[src/design/text_console_writer_macros.svh]
// Assertion macros shared by the console writer.
`ifndef TEXT_CONSOLE_WRITER_MACROS_SVH
`define TEXT_CONSOLE_WRITER_MACROS_SVH

// The consequent must hold in the same cycle as the antecedent.
`define TCW_ASSERT_NOW(label, ante, cons, msg) \
	label: assert property (@(posedge clk) disable iff (!arst_n) (ante) |-> (cons)) \
		else $error(msg);

// The consequent must hold in the cycle after the antecedent.
`define TCW_ASSERT_NEXT(label, ante, cons, msg) \
	label: assert property (@(posedge clk) disable iff (!arst_n) (ante) |=> (cons)) \
		else $error(msg);

`endif

[src/design/tcw_pkg.sv]
package tcw_pkg;

	// Field widths of the channels.
	localparam int ACT_W   = 2;
	localparam int CHAR_W  = 8;
	localparam int COLOR_W = 4;
	localparam int IDX_W   = 11;
	localparam int POS_W   = 11;
	localparam int CELL_W  = 16;

	// Default screen geometry.
	localparam int DEF_COLUMNS  = 80;
	localparam int DEF_ROWS     = 25;
	localparam int DEF_TAB_STOP = 8;

	// Action codes.
	localparam logic [ACT_W-1:0] ACT_PUT   = 2'd0;
	localparam logic [ACT_W-1:0] ACT_CLEAR = 2'd1;
	localparam logic [ACT_W-1:0] ACT_READ  = 2'd2;

	// Character codes with a meaning of their own.
	localparam logic [CHAR_W-1:0] CODE_BS    = 8'h08;
	localparam logic [CHAR_W-1:0] CODE_TAB   = 8'h09;
	localparam logic [CHAR_W-1:0] CODE_LF    = 8'h0A;
	localparam logic [CHAR_W-1:0] CODE_CR    = 8'h0D;
	localparam logic [CHAR_W-1:0] CODE_SPACE = 8'h20;
	localparam logic [CHAR_W-1:0] CODE_LAST  = 8'h7F;

	// White-on-black space.
	localparam logic [CELL_W-1:0] BLANK_CELL = 16'h0F20;

	typedef struct packed {
		logic [ACT_W-1:0]   action;
		logic [CHAR_W-1:0]  char_code;
		logic [COLOR_W-1:0] bg_colour;
		logic [COLOR_W-1:0] fg_colour;
		logic [IDX_W-1:0]   cell_index;
	} tcw_in_t;

	typedef struct packed {
		logic [POS_W-1:0]  cursor_position;
		logic [CELL_W-1:0] cell_value;
		logic              scrolled;
	} tcw_out_t;

	// Commands from the controller to the datapath.
	typedef struct packed {
		logic load;
		logic exec;
		logic sweep_start;
		logic sweep_step;
		logic finish;
	} tcw_cmd_t;

	// Status from the datapath to the controller.
	typedef struct packed {
		logic need_sweep;
		logic sweep_last;
		logic wr_pending;
		logic on_last_row;
	} tcw_stat_t;

endpackage

[src/design/tcw_ctrl.sv]
module tcw_ctrl import tcw_pkg::*; (
	input  logic      clk,
	input  logic      arst_n,
	input  logic      in_valid,
	output logic      in_ready,
	output logic      out_valid,
	input  logic      out_ready,
	input  tcw_stat_t stat,
	output tcw_cmd_t  cmd
);

	typedef enum logic [2:0] {
		ST_IDLE,
		ST_EXEC,
		ST_SWEEP,
		ST_FLUSH,
		ST_FINISH
	} state_t;

	state_t state_q;
	logic   in_ready_q;
	logic   out_valid_q;

	assign in_ready  = in_ready_q;
	assign out_valid = out_valid_q;

	// Commands decoded from the current state.
	always_comb begin
		cmd = '0;
		case (state_q)
			ST_IDLE: begin
				cmd.load = in_valid && in_ready_q;
			end
			ST_EXEC: begin
				cmd.exec        = 1'b1;
				cmd.sweep_start = stat.need_sweep;
			end
			ST_SWEEP: begin
				cmd.sweep_step = 1'b1;
			end
			ST_FINISH: begin
				cmd.finish = !out_valid_q || out_ready;
			end
			default: begin
				cmd = '0;
			end
		endcase
	end

	// State and registered handshake outputs.
	always_ff @(posedge clk or negedge arst_n) begin
		if (!arst_n) begin
			state_q     <= ST_IDLE;
			in_ready_q  <= 1'b1;
			out_valid_q <= 1'b0;
		end else begin
			// A new result is loaded, or a waiting one stays until its transfer.
			out_valid_q <= cmd.finish || (out_valid_q && !out_ready);
			case (state_q)
				ST_IDLE: begin
					if (in_valid && in_ready_q) begin
						state_q    <= ST_EXEC;
						in_ready_q <= 1'b0;
					end
				end
				ST_EXEC: begin
					state_q <= stat.need_sweep ? ST_SWEEP : ST_FINISH;
				end
				ST_SWEEP: begin
					if (stat.sweep_last) begin
						state_q <= ST_FLUSH;
					end
				end
				ST_FLUSH: begin
					state_q <= ST_FINISH;
				end
				ST_FINISH: begin
					if (!out_valid_q || out_ready) begin
						in_ready_q  <= 1'b1;
						state_q     <= ST_IDLE;
					end
				end
				default: begin
					state_q    <= ST_IDLE;
					in_ready_q <= 1'b1;
				end
			endcase
		end
	end

endmodule

[config.mk]
export PLATFORM = sky130hd
export DESIGN_NAME = tcw_ctrl
export DESIGN_NICKNAME = d
export VERILOG_FILES = /design/src/design/text_console_writer_macros.svh /design/src/design/tcw_pkg.sv /design/src/design/tcw_ctrl.sv
export SDC_FILE = /design/constraint.sdc
export NUM_CORES = 1
export LEC_CHECK = 0
export ABC_AREA = 1
export BUFFER_PORTS_ARGS = -buffer_cell sky130_fd_sc_hd__clkbuf_2
export CELL_PAD_IN_SITES_DETAIL_PLACEMENT = 2
export CELL_PAD_IN_SITES_GLOBAL_PLACEMENT = 2
export CORE_AREA = 2 2 39 41
export CTS_BUF_LIST = sky130_fd_sc_hd__clkbuf_8
export CTS_CLUSTER_SIZE = 28
export DETAILED_ROUTE_END_ITERATION = 6
export DIE_AREA = 0 0 41 43
export PLACE_DENSITY = 0.84
export SLEW_MARGIN = 20
export SYNTH_ARGS = -nofsm -noshare
export SYNTH_HDL_FRONTEND = slang
export SYNTH_SLANG_ARGS = --single-unit
[constraint.sdc]
create_clock -name clk -period 2.6 [get_ports clk]
set_input_delay 0.26 -clock clk [delete_from_list [all_inputs] [get_ports clk]]
set_output_delay 0.26 -clock clk [all_outputs]
set_load 0.02 [all_outputs]
# == Word-level counts from Yosys, hierarchy flattened ==
# Cells that the tools add are included.
# W data, S select, Z words.
# word_totals
register_bits,5
input_bits,8
wordCells,33
# op_classes
n_eq_ne,7
muxes,12
bitwise,1
n_reduce_logical,10
# op_table
operator,n
$pmux W3 S5,1
$mux W3,4
$eq A3 B2 Y1 const B,2
$ne A2 B2 Y1 const B,3
$reduce_and A3 Y1,2
$mux W1,5
$eq A3 B1 Y1 const B,1
$eq A3 B3 Y1 const B,1
$logic_not A3 Y1,1
$pmux W1 S3,1
$reduce_or A3 Y1,1
$logic_and A1 B1 Y1,2
$logic_not A1 Y1,2
$logic_or A1 B1 Y1,2
$mux W2,1
$not A1 Y1,1

# == Logic depth before layout (Yosys ltp) ==
# depth
ltp_word,4
depth_mapped,5

# == Worst setup path before layout ==
# No wires, ideal clock.
# synth_path
path_type,register to output
startpoint,"register in_ready_q, in the netlist in_ready"
endpoint,output cmd[4] (netlist bit)
arrival_time_ns,1.024
path_slack_ns,1.316
path_stages_with_launch,3
path_buffers,0
path_cell_list,dfstp_2 > nand2_1 > nor2_1
# synth_lines
item,line,rtl
start: declaration,tcw_ctrl.sv:21,logic in_ready_q;
start signal: assignment,tcw_ctrl.sv:54,in_ready_q <= 1'b1;
start signal: assignment,tcw_ctrl.sv:63,in_ready_q <= 1'b0;
start signal: assignment,tcw_ctrl.sv:79,in_ready_q <= 1'b1;
end: declaration,tcw_ctrl.sv:9,output tcw_cmd_t cmd

==> flow_metrics.py <==
metrics = {
    "floorplan": {
        "initial_core_util_pct": 20.25,
        "core-area_um2": 1384,
        "fp.dieW_um": 41,
        "row_count": 14,
        "total_die_area_um2": 1763,
        "die_height_um": 43,
        "boundaryPins": 15,
    },
    "clock_network": {
        "cts_max_path_buffers": 2,
        "ctsResizeCount": 0,
        "cts_hold_buf": 1,
        "cts_setup_buffers": 0,
        "clock-root-buffer": "sky130_fd_sc_hd__clkbuf_8",
        "cts.reportedPaths.clkPinSlew_ns": 0.04,
        "clkLatencyLatePin_ns": 0.23,
        "cts_num_sinks": 5,
        "tritoncts": "built",
        "ctsHtreeMaxLevel": 1,
        "numCtsBuffers": 3,
    },
    "sta": {
        "fin_worst_skew_ns": 0.005035,
        "fmax_mhz": 671.0,
        "slew_headroom_pct": 86.38,
        "fin_tns_setup_ns": 0,
        "finalHoldViolCount": 0,
        "slew_viol_final": 0,
        "final.period_utilization_pct": 57.32,
        "finalSetupViolCount": 0,
        "worst_pin_slew_ns": 0.2042,
        "fin_worst_hold_slack_ns": 0.2561,
        "final.min_clock_period_ns": 1.490,
        "setup_repair_after_global_routing_missed_its_margin": "false",
    },
    "yosys": {
        "synth_area_leaders": "sky130_fd_sc_hd__dfrtp_1 36%, sky130_fd_sc_hd__nor2_1 11%, sky130_fd_sc_hd__dfstp_2 9.4%, sky130_fd_sc_hd__nand3_1 7.1%, sky130_fd_sc_hd__inv_1 6.7%",
        "netlist.top_cell.by_area": "sky130_fd_sc_hd__dfrtp_1",
        "synth_largest_type_area_fraction_pct": 35.71,
        "yosys.cell_types.count": 13,
        "synthesis.instances": 36,
        "syn_nets": 44,
        "synth.yosys.seq_area_share_pct": 45.09,
        "postSynthRegisterBits": 5,
        "synth.yosys.warnings": 0,
        "postSynthAreaPerCell_um2": 7.785,
        "synth_area_um2": 280.3,
    },
    "global_routing": {
        "via_count_of_the_first_global_routing_pass": 308,
        "grt_antenna_before_repair": 0,
        "grt_first_pass_wirelength_mm": 1.228,
        "grt_residual_overflow": 0,
        "maximum_number_of_pins_on_one_net_before_global_route_repair": 6,
        "grt_use_total_pct": 11.46,
    },
    "drt": {
        "drt_drc_violations_left": 0,
        "vias": 300,
        "post_drt_via_cell_ratio": 4.348,
        "detailed_routing_iteration_count_for_the_pre_antenna_repair_pass": 3,
        "drt_first_iter_violations": 2,
        "route.antenna.remaining_nets": 0,
        "drt_wl_total_um": 768,
        "post_drt_wl_per_cell_um": 11.13,
    },
    "setup_path": {
        "critical_path_required_ns": 2.34,
        "max_stage_delay_ns": 0.41,
        "critPathBufInv": 2,
        "worst_r2r_path_depth": 4,
        "critical_path_depth": 5,
        "cp_data_arrival_time_ns": 1.23,
        "timing.critical_path.mode_cell": "sky130_fd_sc_hd__nor2_1",
        "cp-start-kind": "flip-flop",
        "critical-path-top-delay-family": "flip-flops",
        "worst-path-max-fanout": 3,
        "timing.critical_path.to_type": "output port",
        "crit_path_cell_chain": "inv_1, nor2_1, nand2_1, nor2_1, clkbuf_2",
        "ws_path_type": "flip-flop to output port",
        "crit_path_top_delay_cell": "sky130_fd_sc_hd__dfrtp_1",
    },
    "cells_and_area": {
        "final_cell_mix": "12 x sky130_fd_sc_hd__clkbuf_2, 8 x sky130_fd_sc_hd__nor2_1, 6 x sky130_fd_sc_hd__inv_1",
        "layout.cells.most_common": "sky130_fd_sc_hd__clkbuf_2",
        "fillCellCount": 177,
        "diodes": 0,
        "nets": 62,
        "seqCellArea_um2": 126.4,
        "drive_above_1_share_pct": 43.40,
        "layout-area-overhead-vs-synth_pct": 48.21,
        "multi_input_area_um2": 127.6,
    },
    "placement": {
        "hpwl_um": 593.7,
        "globalplace.congestion": 0.7235,
        "io_port_bufs": 12,
    },
    "worst_hold_path": {
        "holdPathStages": 2,
        "min_path_type": "input pin to flip-flop",
    },
    "power": {
        "power_leakage_nw": 0.2362,
        "powerDensity_nw_per_um2": 1387,
        "total_power_uw": 576.1,
        "ir_worst_vdd_v": 0.0003366,
    },
    "run": {
        "max_cap_viol_count": 0,
    },
    "status": {
        "outcome": "finished, final reports clean",
    },
}
==> final timing paths <==
| check | start | endpoint | slack, ns |
|---|---|---|---|
| min in group asynchronous | arst_n | state_q[2]$_DFFE_PN0P_ | 0.39 |
| max | state_q[0]$_DFFE_PN0P_ | cmd[2] | 1.11 |
| min | out_ready | out_valid$_DFF_PN0_ | 0.26 |
| max reg2reg | in_ready$_DFFE_PN1P_ | state_q[0]$_DFFE_PN0P_ | 1.62 |
| max in group asynchronous | arst_n | in_ready$_DFFE_PN1P_ | 1.99 |
| min reg2reg | in_ready$_DFFE_PN1P_ | in_ready$_DFFE_PN1P_ | 0.47 |
==> stage by stage <==
stage	std cells	instance area [um2]	worst slack [ns]	util (%)
finish	69	415.4	1.110	30.02
global placement	64	360.3	1.385	26.04
CTS	69	415.4	1.088	30.02
global route	69	415.4	0.9961	30.02
detailed placement	64	360.3	1.355	26.04
floorplan	36	280.3	1.316	-
==> power by group <==
part / internal (mW) / switching, mW / total (mW)
combinational: 0.0919 / 0.180 / 0.272
sequential: 0.120 / 0.0392 / 0.160
clock: 0.102 / 0.0425 / 0.144
==> routing by layer <==
layer  global-route usage, %  routed length [um]  up-vias
met5                       0                   0        -
met4                   8.000                  27        0
met3                   4.712                  68        3
met2                   17.50                 385       15
met1                   11.94                 288      135
li1                        -                   -      147
==> synthesized netlist by cell type, drive strengths merged <==
master	n
o22ai	1
nor2	9
o21ai	3
inv	7
dfrtp	4
nand2	6
nand3	5
dfstp	1
==> area by class of cell <==
cell class | count | area share [%]
clock buffer | 3 | 9.940
clock inverter | 1 | 0.9036
inverter | 7 | 6.325
multi-input combinational | 24 | 30.72
sequential | 5 | 30.42
tap | 16 | 4.819
timing repair buffer | 13 | 16.87
==> state kept, by name (all words and copies together) (netlist names) <==
| name | flops |
|---|---|
| out_valid | 1 |
| in_ready | 1 |
| state_q | 3 |
==> cells by family (layout without fill, tap and decap cells) <==
group,count (synthesis),after routing,synth area share (%)
AND/OR/NAND/NOR,20,20,34.38
buffers and inverters,7,24,9.377
flip-flops,5,5,45.09
AO/OA/AOI/OAI,4,4,11.16
Power figures use the tool's default switching activity.
